--- src/rtl/bcoa_pkg.sv ---
// ----------------------------------------------------------------------------
// Block-cyclic owner assignment: shared definitions
// Widths, register indexes and the cycle-shape function of the block.
// ----------------------------------------------------------------------------
package bcoa_pkg;

	localparam int MAX_PROCS = 64;
	localparam int ID_BITS   = 24;
	localparam int PROC_W    = $clog2(MAX_PROCS);
	localparam int DIM_W     = 16;
	localparam int CFG_W     = 16;
	localparam int CFG_IDX_W = 2;
	localparam int ROOT_MAX  = 8;
	localparam int SIDE_W    = $clog2(ROOT_MAX + 2);
	localparam int POS_W     = DIM_W + SIDE_W;
	localparam int DIV_CNT_W = $clog2(DIM_W);
	localparam int IN_W      = 4 * DIM_W + ID_BITS;
	localparam int OUT_RAW_W = 2 * ID_BITS + PROC_W;
	localparam int OUT_W     = ((OUT_RAW_W + 7) / 8) * 8;

	typedef enum logic [CFG_IDX_W-1:0] {
		REG_NUM_PROCS    = 2'd0,
		REG_BLOCK_WIDTH  = 2'd1,
		REG_BLOCK_HEIGHT = 2'd2
	} cfg_reg_t;

	// Columns (nh) and rows (nv) of one block cycle for a process count.
	typedef struct packed {
		logic [SIDE_W-1:0] nh;
		logic [SIDE_W-1:0] nv;
	} cycle_shape_t;

	function automatic cycle_shape_t cycle_shape(input logic [PROC_W:0] p);
		logic [SIDE_W-1:0] root;
		cycle_shape_t      shape;
		root = '0;
		for (int i = 1; i <= ROOT_MAX; i++) begin
			if (i * i <= int'(p))
				root = SIDE_W'(i);
		end
		shape.nv = root;
		shape.nh = (int'(root) * int'(root) == int'(p)) ? root : SIDE_W'(root + 1'b1);
		return shape;
	endfunction

endpackage

--- src/rtl/block_cyclic_owner_assign.sv ---
// ----------------------------------------------------------------------------
// Block-cyclic owner assignment
// Walks one block cycle of a subgrid and assigns each block to its process.
// ----------------------------------------------------------------------------
// Each input item names a subgrid and one block-cycle position. The block
// takes one item at a time. After an item is accepted, two 16-step restoring
// dividers work out the subgrid size in blocks, the ST_PREP and ST_RANGE setup
// steps find the part of the cycle that lies inside the subgrid, and then the
// slot walker visits one block slot per cycle, row by row, over the rows that
// fall inside, up to the last slot inside the subgrid; back pressure on the
// output stretches the walk. A cycle wholly outside the subgrid gives one
// flagged result. The walk rate is set by the per-process counter memory, a
// 64-entry synchronous RAM that is read for one slot per cycle and written back
// when that slot leaves the slot stage, with the last write forwarded. The
// counters are cleared at once by a row of valid bits, at reset and when an
// item carries restart, so no clearing pass is needed.
module block_cyclic_owner_assign (
	input  logic                            clk,
	input  logic                            arst_n,
	// configuration write port
	input  logic                            cfg_we,
	input  logic [bcoa_pkg::CFG_IDX_W-1:0]  cfg_addr,
	input  logic [bcoa_pkg::CFG_W-1:0]      cfg_data,
	// input items
	input  logic                            s_tvalid,
	output logic                            s_tready,
	// subgrid_width, subgrid_height, first_block_id, cycle_x, cycle_y
	input  logic [bcoa_pkg::IN_W-1:0]       s_tdata,
	// restart
	input  logic                            s_tuser,
	// result items
	output logic                            m_tvalid,
	input  logic                            m_tready,
	// global_block_id, owner_proc, local_block_id, zero padding
	output logic [bcoa_pkg::OUT_W-1:0]      m_tdata,
	// outside
	output logic                            m_tuser,
	output logic                            m_tlast
);
	import bcoa_pkg::*;

	typedef enum logic [5:0] {
		ST_IDLE  = 6'b000001,
		ST_DIV   = 6'b000010,
		ST_PREP  = 6'b000100,
		ST_RANGE = 6'b001000,
		ST_WALK  = 6'b010000,
		ST_FLAG  = 6'b100000
	} state_t;

	state_t state_q;

	// Configuration registers.
	logic [PROC_W:0]  num_procs_q;
	logic [DIM_W-1:0] block_width_q;
	logic [DIM_W-1:0] block_height_q;

	always_ff @(posedge clk or negedge arst_n) begin
		if (!arst_n) begin
			num_procs_q    <= (PROC_W+1)'(1);
			block_width_q  <= DIM_W'(1);
			block_height_q <= DIM_W'(1);
		end else if (cfg_we) begin
			case (cfg_reg_t'(cfg_addr))
				REG_NUM_PROCS:    num_procs_q    <= cfg_data[PROC_W:0];
				REG_BLOCK_WIDTH:  block_width_q  <= cfg_data[DIM_W-1:0];
				REG_BLOCK_HEIGHT: block_height_q <= cfg_data[DIM_W-1:0];
				default: ;
			endcase
		end
	end

	// Effective process count and block sizes: zero acts as one, and the
	// process count saturates at the number of counters.
	logic [PROC_W:0]   p_eff;
	logic [PROC_W-1:0] last_owner;
	logic [DIM_W-1:0]  bw_eff;
	logic [DIM_W-1:0]  bh_eff;
	cycle_shape_t      shape;

	always_comb begin
		if (num_procs_q == '0)
			p_eff = (PROC_W+1)'(1);
		else if (num_procs_q > (PROC_W+1)'(MAX_PROCS))
			p_eff = (PROC_W+1)'(MAX_PROCS);
		else
			p_eff = num_procs_q;
		last_owner = PROC_W'(p_eff - 1'b1);
		bw_eff     = (block_width_q == '0) ? DIM_W'(1) : block_width_q;
		bh_eff     = (block_height_q == '0) ? DIM_W'(1) : block_height_q;
		shape      = cycle_shape(p_eff);
	end

	// Handshake.
	logic valid_s1;
	logic accept;
	assign s_tready = (state_q == ST_IDLE) && !valid_s1;
	assign accept   = s_tvalid && s_tready;

	// Latched item and the working registers of the setup steps.
	logic [DIM_W-1:0]     cx_q;
	logic [DIM_W-1:0]     cy_q;
	logic [ID_BITS-1:0]   first_q;
	logic [DIM_W-1:0]     num_x_q;
	logic [DIM_W-1:0]     num_y_q;
	logic [DIM_W-1:0]     rem_x_q;
	logic [DIM_W-1:0]     rem_y_q;
	logic [DIV_CNT_W-1:0] div_cnt_q;
	logic [DIM_W-1:0]     horiz_q;
	logic [DIM_W-1:0]     vert_q;
	logic [POS_W-1:0]     col0_q;
	logic [POS_W-1:0]     row0_q;
	logic                 zero_pos_q;
	logic [SIDE_W-1:0]    nin_c_q;
	logic [SIDE_W-1:0]    nin_r_q;
	logic [ID_BITS-1:0]   line_q;

	// Walker state.
	logic [SIDE_W-1:0]    bx_q;
	logic [SIDE_W-1:0]    by_q;
	logic [PROC_W-1:0]    owner_q;

	// One restoring division step for each of the two dividers.
	logic [DIM_W:0]   trial_x;
	logic [DIM_W:0]   trial_y;
	logic             qbit_x;
	logic             qbit_y;
	logic [DIM_W-1:0] rem_x_next;
	logic [DIM_W-1:0] rem_y_next;

	always_comb begin
		trial_x    = {rem_x_q, num_x_q[DIM_W-1]};
		trial_y    = {rem_y_q, num_y_q[DIM_W-1]};
		qbit_x     = trial_x >= {1'b0, bw_eff};
		qbit_y     = trial_y >= {1'b0, bh_eff};
		rem_x_next = qbit_x ? DIM_W'(trial_x - {1'b0, bw_eff}) : DIM_W'(trial_x);
		rem_y_next = qbit_y ? DIM_W'(trial_y - {1'b0, bh_eff}) : DIM_W'(trial_y);
	end

	// Part of the cycle inside the subgrid, and the id of the first row.
	logic [POS_W-1:0]       horiz_pos;
	logic [POS_W-1:0]       vert_pos;
	logic [POS_W-1:0]       col_room;
	logic [POS_W-1:0]       row_room;
	logic [SIDE_W-1:0]      nin_c;
	logic [SIDE_W-1:0]      nin_r;
	logic [DIM_W+POS_W-1:0] line_prod;
	logic                   outside_item;

	always_comb begin
		horiz_pos = POS_W'(horiz_q);
		vert_pos  = POS_W'(vert_q);
		col_room  = horiz_pos - col0_q;
		row_room  = vert_pos - row0_q;
		if (col0_q >= horiz_pos)
			nin_c = '0;
		else if (col_room > POS_W'(shape.nh))
			nin_c = shape.nh;
		else
			nin_c = col_room[SIDE_W-1:0];
		if (row0_q >= vert_pos)
			nin_r = '0;
		else if (row_room > POS_W'(shape.nv))
			nin_r = shape.nv;
		else
			nin_r = row_room[SIDE_W-1:0];
		line_prod    = (DIM_W+POS_W)'(horiz_q) * (DIM_W+POS_W)'(row0_q);
		outside_item = zero_pos_q || (nin_c == '0) || (nin_r == '0);
	end

	// Slot stage: holds one slot whose counter read is in flight.
	logic                 fire_s1;
	logic                 free_s1;
	logic                 issue;
	logic                 issue_flag;
	logic                 slot_inside;
	logic                 slot_last;
	logic                 row_end;
	logic [ID_BITS-1:0]   gid_s1;
	logic [PROC_W-1:0]    owner_s1;
	logic                 last_s1;
	logic                 outside_s1;
	logic [ID_BITS-1:0]   rd_s1;
	logic                 rdv_s1;

	assign fire_s1     = valid_s1 && (!m_tvalid || m_tready);
	assign free_s1     = !valid_s1 || fire_s1;
	assign slot_inside = bx_q < nin_c_q;
	assign slot_last   = (bx_q == SIDE_W'(nin_c_q - 1'b1)) && (by_q == SIDE_W'(nin_r_q - 1'b1));
	assign row_end     = bx_q == SIDE_W'(shape.nh - 1'b1);
	assign issue       = (state_q == ST_WALK) && free_s1 && slot_inside;
	assign issue_flag  = (state_q == ST_FLAG) && free_s1;

	always_ff @(posedge clk or negedge arst_n) begin
		if (!arst_n) begin
			state_q <= ST_IDLE;
		end else begin
			case (state_q)
				ST_IDLE: begin
					if (accept)
						state_q <= ST_DIV;
				end
				ST_DIV: begin
					if (div_cnt_q == DIV_CNT_W'(DIM_W - 1))
						state_q <= ST_PREP;
				end
				ST_PREP: begin
					state_q <= ST_RANGE;
				end
				ST_RANGE: begin
					state_q <= outside_item ? ST_FLAG : ST_WALK;
				end
				ST_WALK: begin
					if (issue && slot_last)
						state_q <= ST_IDLE;
				end
				ST_FLAG: begin
					if (issue_flag)
						state_q <= ST_IDLE;
				end
				default: begin
					state_q <= ST_IDLE;
				end
			endcase
		end
	end

	// Divider counter and walker counters.
	always_ff @(posedge clk or negedge arst_n) begin
		if (!arst_n) begin
			div_cnt_q <= '0;
			bx_q      <= '0;
			by_q      <= '0;
			owner_q   <= '0;
		end else begin
			if (accept)
				div_cnt_q <= '0;
			else if (state_q == ST_DIV)
				div_cnt_q <= div_cnt_q + 1'b1;

			if (state_q == ST_RANGE) begin
				bx_q    <= '0;
				by_q    <= '0;
				owner_q <= '0;
			end else if ((state_q == ST_WALK) && free_s1) begin
				// Slots outside the subgrid still take their owner turn.
				owner_q <= (owner_q == last_owner) ? '0 : owner_q + 1'b1;
				if (row_end) begin
					bx_q <= '0;
					by_q <= by_q + 1'b1;
				end else begin
					bx_q <= bx_q + 1'b1;
				end
			end
		end
	end

	// Item payload and setup datapath.
	always_ff @(posedge clk) begin
		if (accept) begin
			num_x_q <= s_tdata[DIM_W-1:0];
			num_y_q <= s_tdata[2*DIM_W-1:DIM_W];
			first_q <= s_tdata[2*DIM_W+ID_BITS-1:2*DIM_W];
			cx_q    <= s_tdata[3*DIM_W+ID_BITS-1:2*DIM_W+ID_BITS];
			cy_q    <= s_tdata[4*DIM_W+ID_BITS-1:3*DIM_W+ID_BITS];
			rem_x_q <= '0;
			rem_y_q <= '0;
		end else if (state_q == ST_DIV) begin
			num_x_q <= {num_x_q[DIM_W-2:0], qbit_x};
			num_y_q <= {num_y_q[DIM_W-2:0], qbit_y};
			rem_x_q <= rem_x_next;
			rem_y_q <= rem_y_next;
		end

		if (state_q == ST_PREP) begin
			// Quotients round up to whole blocks.
			horiz_q    <= DIM_W'({1'b0, num_x_q} + (DIM_W+1)'(rem_x_q != '0));
			vert_q     <= DIM_W'({1'b0, num_y_q} + (DIM_W+1)'(rem_y_q != '0));
			col0_q     <= POS_W'((POS_W'(cx_q) - 1'b1) * POS_W'(shape.nh));
			row0_q     <= POS_W'((POS_W'(cy_q) - 1'b1) * POS_W'(shape.nv));
			zero_pos_q <= (cx_q == '0) || (cy_q == '0);
		end

		if (state_q == ST_RANGE) begin
			nin_c_q <= nin_c;
			nin_r_q <= nin_r;
			line_q  <= first_q + ID_BITS'(line_prod);
		end else if ((state_q == ST_WALK) && free_s1 && row_end) begin
			line_q <= line_q + ID_BITS'(horiz_q);
		end
	end

	// Per-process counter memory with valid bits and last-write forwarding.
	logic [ID_BITS-1:0] cnt_mem [MAX_PROCS];
	logic [MAX_PROCS-1:0] vld_q;
	logic               wr_en;
	logic [ID_BITS-1:0] cnt_base;
	logic [ID_BITS-1:0] cnt_new;
	logic               fwd_v_q;
	logic [PROC_W-1:0]  fwd_owner_q;
	logic [ID_BITS-1:0] fwd_cnt_q;

	assign wr_en = fire_s1 && !outside_s1;

	always_comb begin
		if (fwd_v_q && (fwd_owner_q == owner_s1))
			cnt_base = fwd_cnt_q;
		else if (rdv_s1)
			cnt_base = rd_s1;
		else
			cnt_base = '0;
		cnt_new = cnt_base + 1'b1;
	end

	always_ff @(posedge clk) begin
		if (issue)
			rd_s1 <= cnt_mem[owner_q];
		if (wr_en)
			cnt_mem[owner_s1] <= cnt_new;
	end

	always_ff @(posedge clk or negedge arst_n) begin
		if (!arst_n) begin
			vld_q   <= '0;
			fwd_v_q <= 1'b0;
		end else if (accept && s_tuser) begin
			vld_q   <= '0;
			fwd_v_q <= 1'b0;
		end else if (wr_en) begin
			vld_q[owner_s1] <= 1'b1;
			fwd_v_q         <= 1'b1;
		end
	end

	always_ff @(posedge clk) begin
		if (wr_en) begin
			fwd_owner_q <= owner_s1;
			fwd_cnt_q   <= cnt_new;
		end
	end

	// Slot stage control and payload.
	always_ff @(posedge clk or negedge arst_n) begin
		if (!arst_n)
			valid_s1 <= 1'b0;
		else if (issue || issue_flag)
			valid_s1 <= 1'b1;
		else if (fire_s1)
			valid_s1 <= 1'b0;
	end

	always_ff @(posedge clk) begin
		if (issue) begin
			gid_s1     <= line_q + ID_BITS'(col0_q) + ID_BITS'(bx_q);
			owner_s1   <= owner_q;
			last_s1    <= slot_last;
			outside_s1 <= 1'b0;
			rdv_s1     <= vld_q[owner_q];
		end else if (issue_flag) begin
			gid_s1     <= '0;
			owner_s1   <= '0;
			last_s1    <= 1'b1;
			outside_s1 <= 1'b1;
			rdv_s1     <= 1'b0;
		end
	end

	// Output register.
	always_ff @(posedge clk or negedge arst_n) begin
		if (!arst_n)
			m_tvalid <= 1'b0;
		else if (fire_s1)
			m_tvalid <= 1'b1;
		else if (m_tready)
			m_tvalid <= 1'b0;
	end

	always_ff @(posedge clk) begin
		if (fire_s1) begin
			m_tdata <= OUT_W'({(outside_s1 ? ID_BITS'(0) : cnt_new), owner_s1, gid_s1});
			m_tuser <= outside_s1;
			m_tlast <= last_s1;
		end
	end

`ifndef SYNTH
	// The slot stage is drained before a new item's division starts.
	assert property (@(posedge clk) disable iff (!arst_n)
		(state_q == ST_DIV) |-> !valid_s1)
		else $error("slot stage busy during division");

	// A restart leaves every counter reading as zero.
	assert property (@(posedge clk) disable iff (!arst_n)
		(accept && s_tuser) |=> (vld_q == '0) && !fwd_v_q)
		else $error("counters not cleared on restart");

	// A flagged result is the single, all-zero result of its item.
	assert property (@(posedge clk) disable iff (!arst_n)
		(m_tvalid && m_tuser) |-> (m_tlast && (m_tdata == '0)))
		else $error("malformed outside result");
`endif

endmodule

--- config.mk ---
export PLATFORM = sky130hd
export DESIGN_NAME = block_cyclic_owner_assign
export DESIGN_NICKNAME = d
export VERILOG_FILES = /design/src/rtl/bcoa_pkg.sv /design/src/rtl/block_cyclic_owner_assign.sv
export SDC_FILE = /design/constraint.sdc
export NUM_CORES = 2
export LEC_CHECK = 0
export ABC_CLOCK_PERIOD_IN_PS = 29400
export BUFFER_PORTS_ARGS = -buffer_cell sky130_fd_sc_hd__buf_2
export CORE_MARGIN = 10
export CORE_UTILIZATION = 35
export DETAILED_ROUTE_END_ITERATION = 10
export PLACE_DENSITY = 0.47
export SYNTH_ARGS = -nofsm -noshare
export SYNTH_HDL_FRONTEND = slang
export SYNTH_SLANG_ARGS = --single-unit
--- constraint.sdc ---
create_clock -name clk -period 29.4 [get_ports clk]
set_input_delay 5.88 -clock clk [delete_from_list [all_inputs] [get_ports clk]]
set_output_delay 5.88 -clock clk [all_outputs]
set_load 0.02 [all_outputs]
==> impl_metrics.tcl <==
set metrics [dict create \
    maxSlewViolCount 0 \
    cp-start-kind "flip-flop" \
    num_vias 57943 \
    netlist-cell-type-count 102 \
    hp-start "gid_s1[14]" \
    seq_area_frac_synth_pct 61.2 \
    worstPathRequired_ns 30.02 \
    arrival_ns 11.78 \
    hold_path_end "m_tdata[14]" \
    multi_input_area_sq_um 35900 \
    die_area_sq_um 302000 \
    path_clk_slew_ns 0.07 \
    cts_root_buffer "clkbuf_16" \
    ff2ff_path_depth 36 \
    cpMostUsedCell "inv_1" \
    clock-sinks 2034 \
    seq_area_sq_um 60100 \
    fin_crit_ns 11.16 \
    viasPerCell 5.25 \
    wl_met1_um 129000 \
    synth_top_area_cell "edfxtp_1" \
    grt_pass1_wl_um 422000 \
    rows 194 \
    dp.cells 10611 \
    synth_edf_count 1871 \
    ios 172 \
    maxCapViolations 0 \
    cts_tree "done" \
    grt_use_total_pct 18.9 \
    wirelength_um 292000 \
    r2r-start "num_procs_q[3]" \
    comb_power_share_pct 18.4 \
    min-delay-path-class "reg2reg" \
    cts_buffers 226 \
    fillers 25904 \
    hold_viol_final 0 \
    p_leak_uw 0.0383 \
    grt_overflow 0 \
    timing.fmax_mhz 89.6 \
    rsz0062_at_grt "no" \
    ant_nets 0 \
    nets 7765 \
    slew_headroom_pct 19.4 \
    holdPathStages 0 \
    avgSynthCellArea_sq_um 14.2 \
    p_clk_share_pct 37.8 \
    ys.flop_type "edfxtp_1" \
    routabilityCongestion 0.840 \
    die_w_um 550 \
    avgRoutedWirePerCell_um 26.4 \
    syn2layout_area_growth_pct 13.8 \
    synth_top_area_share_pct 57.2 \
    syn_area_sq_um 98200 \
    p_sw_share_pct 27.7 \
    cts_htree_levels 4 \
    fp.dieH_um 550 \
    holdBufCountCts 0 \
    synth_area_leaders "edfxtp_1, fa_1, mux4_2" \
    grt_pass1_vias 58437 \
    dr.max_layer_used "met5" \
    crit_type "reg2reg" \
    initial_core_util_pct 35.2 \
    synth_seq_cells 2034 \
    r2r_setup_slack_ns 18.24 \
    antenna_found_initial 27 \
    drt_first_iter_violations 4693 \
    cts-resized-gates 0 \
    fin_skew_ns 0.105 \
    core_sq_um 279000 \
    drc 0 \
    power.switching_uw 2110 \
    post_cts_buffers 0 \
    p_seq_share_pct 43.8 \
    path_max_fanout 23 \
    max_slew.worst_pin.slew_ns 1.21 \
    clockBufferDepth 4 \
    syn_inst 6917 \
    wl_met2_um 139000 \
    portBuffers 169 \
    r2r_end "col0_q[19]" \
    irDropWorstVdd_v 0.0000514 \
    layout-drive-gt1-share_pct 15.7 \
    fin_crit_sh_pct 38.0 \
    dp_hpwl_um 194000 \
    drtPass1Iterations 5 \
    async_reset_ff_share_pct 6.39 \
    final_cells 11041 \
    internal_power_uw 5510 \
    grt_max_degree 124 \
    insertion_delay_ns 0.93 \
    route.met3.wl_um 14600 \
    end_kind "flip-flop" \
    cpPeakStageDelay_ns 0.70 \
    powerDensity_nw_per_um2 68.2 \
    outcome "finished clean" \
    setup_viol 0 \
    slowest_stage "and2_1" \
    ys_warn_count 0 \
    fin_setup_tns_ns 0 \
]
-- state kept, by name, summed over array words and instances (netlist names), 20 cells and up --
signal	count
cnt_mem	1536
col0_q	20
first_q	24
fwd_cnt_q	24
gid_s1	24
line_q	24
m_tdata	54
rd_s1	24
row0_q	20
vld_q	64
-- cell type report --
| cell class | count | area share (%) |
|---|---|---|
| Tap cell | 3724 | 4.17 |
| Antenna cell | 8 | 0.0179 |
| Clock buffer | 280 | 5.44 |
| Clock inverter | 142 | 1.32 |
| Multi-Input combinational cell | 4085 | 32.1 |
| Inverter | 491 | 1.65 |
| Sequential cell | 2034 | 53.8 |
| Timing Repair Buffer | 277 | 1.53 |
-- cell usage in the layout (no fill, tap or decap), types with 155 or more instances in the layout --
cell	count
inv_1	484
clkbuf_16	228
a21oi_1	344
ha_1	251
mux2i_1	338
mux4_2	224
nor2_1	235
o21ai_0	238
xnor2_1	155
fa_1	286
buf_2	168
nand2_1	605
edfxtp_1	1871
-- cell families (layout without fill, tap and decap cells) --
logic type	after synthesis	in the layout	synth area share [%]
DFF	2034	2034	61.2
and+or+nand+nor	1477	1477	7.04
AOI/OAI and AO/OA	1105	1105	7.09
buffers and inverters	800	1190	3.09
muxes	704	704	10.2
adders and majority gates	538	538	9.04
xor gates and xnor gates	258	258	2.34
other	1	11	0.00382
-- cell usage after synthesis (10+ instances only) --
cell and n:
o31ai_1 17, o21bai_1 13, and3_1 38, nand3_1 77, mux2i_1 339, or2_2 12, o21ai_0 239, nand3b_1 16
a21o_1 36, nor3b_1 15, nand4_1 49, or3_1 26, mux4_2 224, a211oi_1 21, a31oi_1 23, nor3_1 69
and2_1 98, mux2_2 141, buf_2 10, dfxtp_1 33, fa_1 286, xnor2_1 169, a21oi_1 347, o211ai_1 13
nor2b_1 59, buf_1 58, o221ai_1 103, nand2b_1 42, nor4_1 31, inv_1 488, ha_1 252, dfrtp_1 126
nand2_1 609, xor2_1 86, nor2_1 302, o22ai_1 106, o21a_1 100, clkbuf_1 236, edfxtp_1 1871
-- worst max-delay path by stage --
stage | start | to | slack [ns] | depth (start not counted)
after floorplan | num_procs_q[3] | col0_q[19] | 19.75 | 40
after global placement | num_procs_q[3] | col0_q[19] | 18.57 | 37
after detailed placement | num_procs_q[3] | col0_q[19] | 18.29 | 37
after CTS | num_procs_q[3] | col0_q[19] | 18.35 | 36
after global routing | num_procs_q[3] | col0_q[19] | 17.44 | 37
final | num_procs_q[3] | col0_q[19] | 18.24 | 36
-- routing by layer --
metal  track usage, %  vias to the layer above
met5                0                        -
met4             5.82                        2
met3             2.44                      398
met2             31.2                     1463
met1             26.1                    29989
li1                 -                    26091
-- critical path, delay by kind of cell, from the launching register on --
kind            cells  cell delay [ns]
compound gates     10             2.65
simple gates       11             3.38
xor+xnor            2             0.54
mux                 1             0.43
fa+ha+maj           5             2.03
buf+inv             7             1.40
flops               1             0.50
-- stage by stage --
stage | utilization [%] | total power [uW] | instance area (sq um) | setup slack, ns | hold slack [ns]
after floorplan | - | 4430 | 98200 | 19.75 | 0.400
after CTS | 40.0 | 7710 | 112000 | 18.35 | 0.416
final | 40.0 | 7630 | 112000 | 18.24 | 0.417
after global placement | 37.3 | 4800 | 104000 | 18.57 | 0.409
after global routing | 40.0 | 8020 | 112000 | 17.44 | 0.427
after detailed placement | 37.3 | 4800 | 104000 | 18.29 | 0.406
-- power by group through the flow --
stage | Clock, uW | Sequential [uW] | Combinational (uW)
3_3_place_gp | 0 | 3400 | 1400
4_1_cts | 2950 | 3340 | 1420
3_5_place_dp | 0 | 3400 | 1400
2_1_floorplan | 0 | 3370 | 1060
5_1_grt | 3070 | 3350 | 1600
6_report | 2880 | 3340 | 1400
No activity file was read; power rests on OpenSTA's default activity.
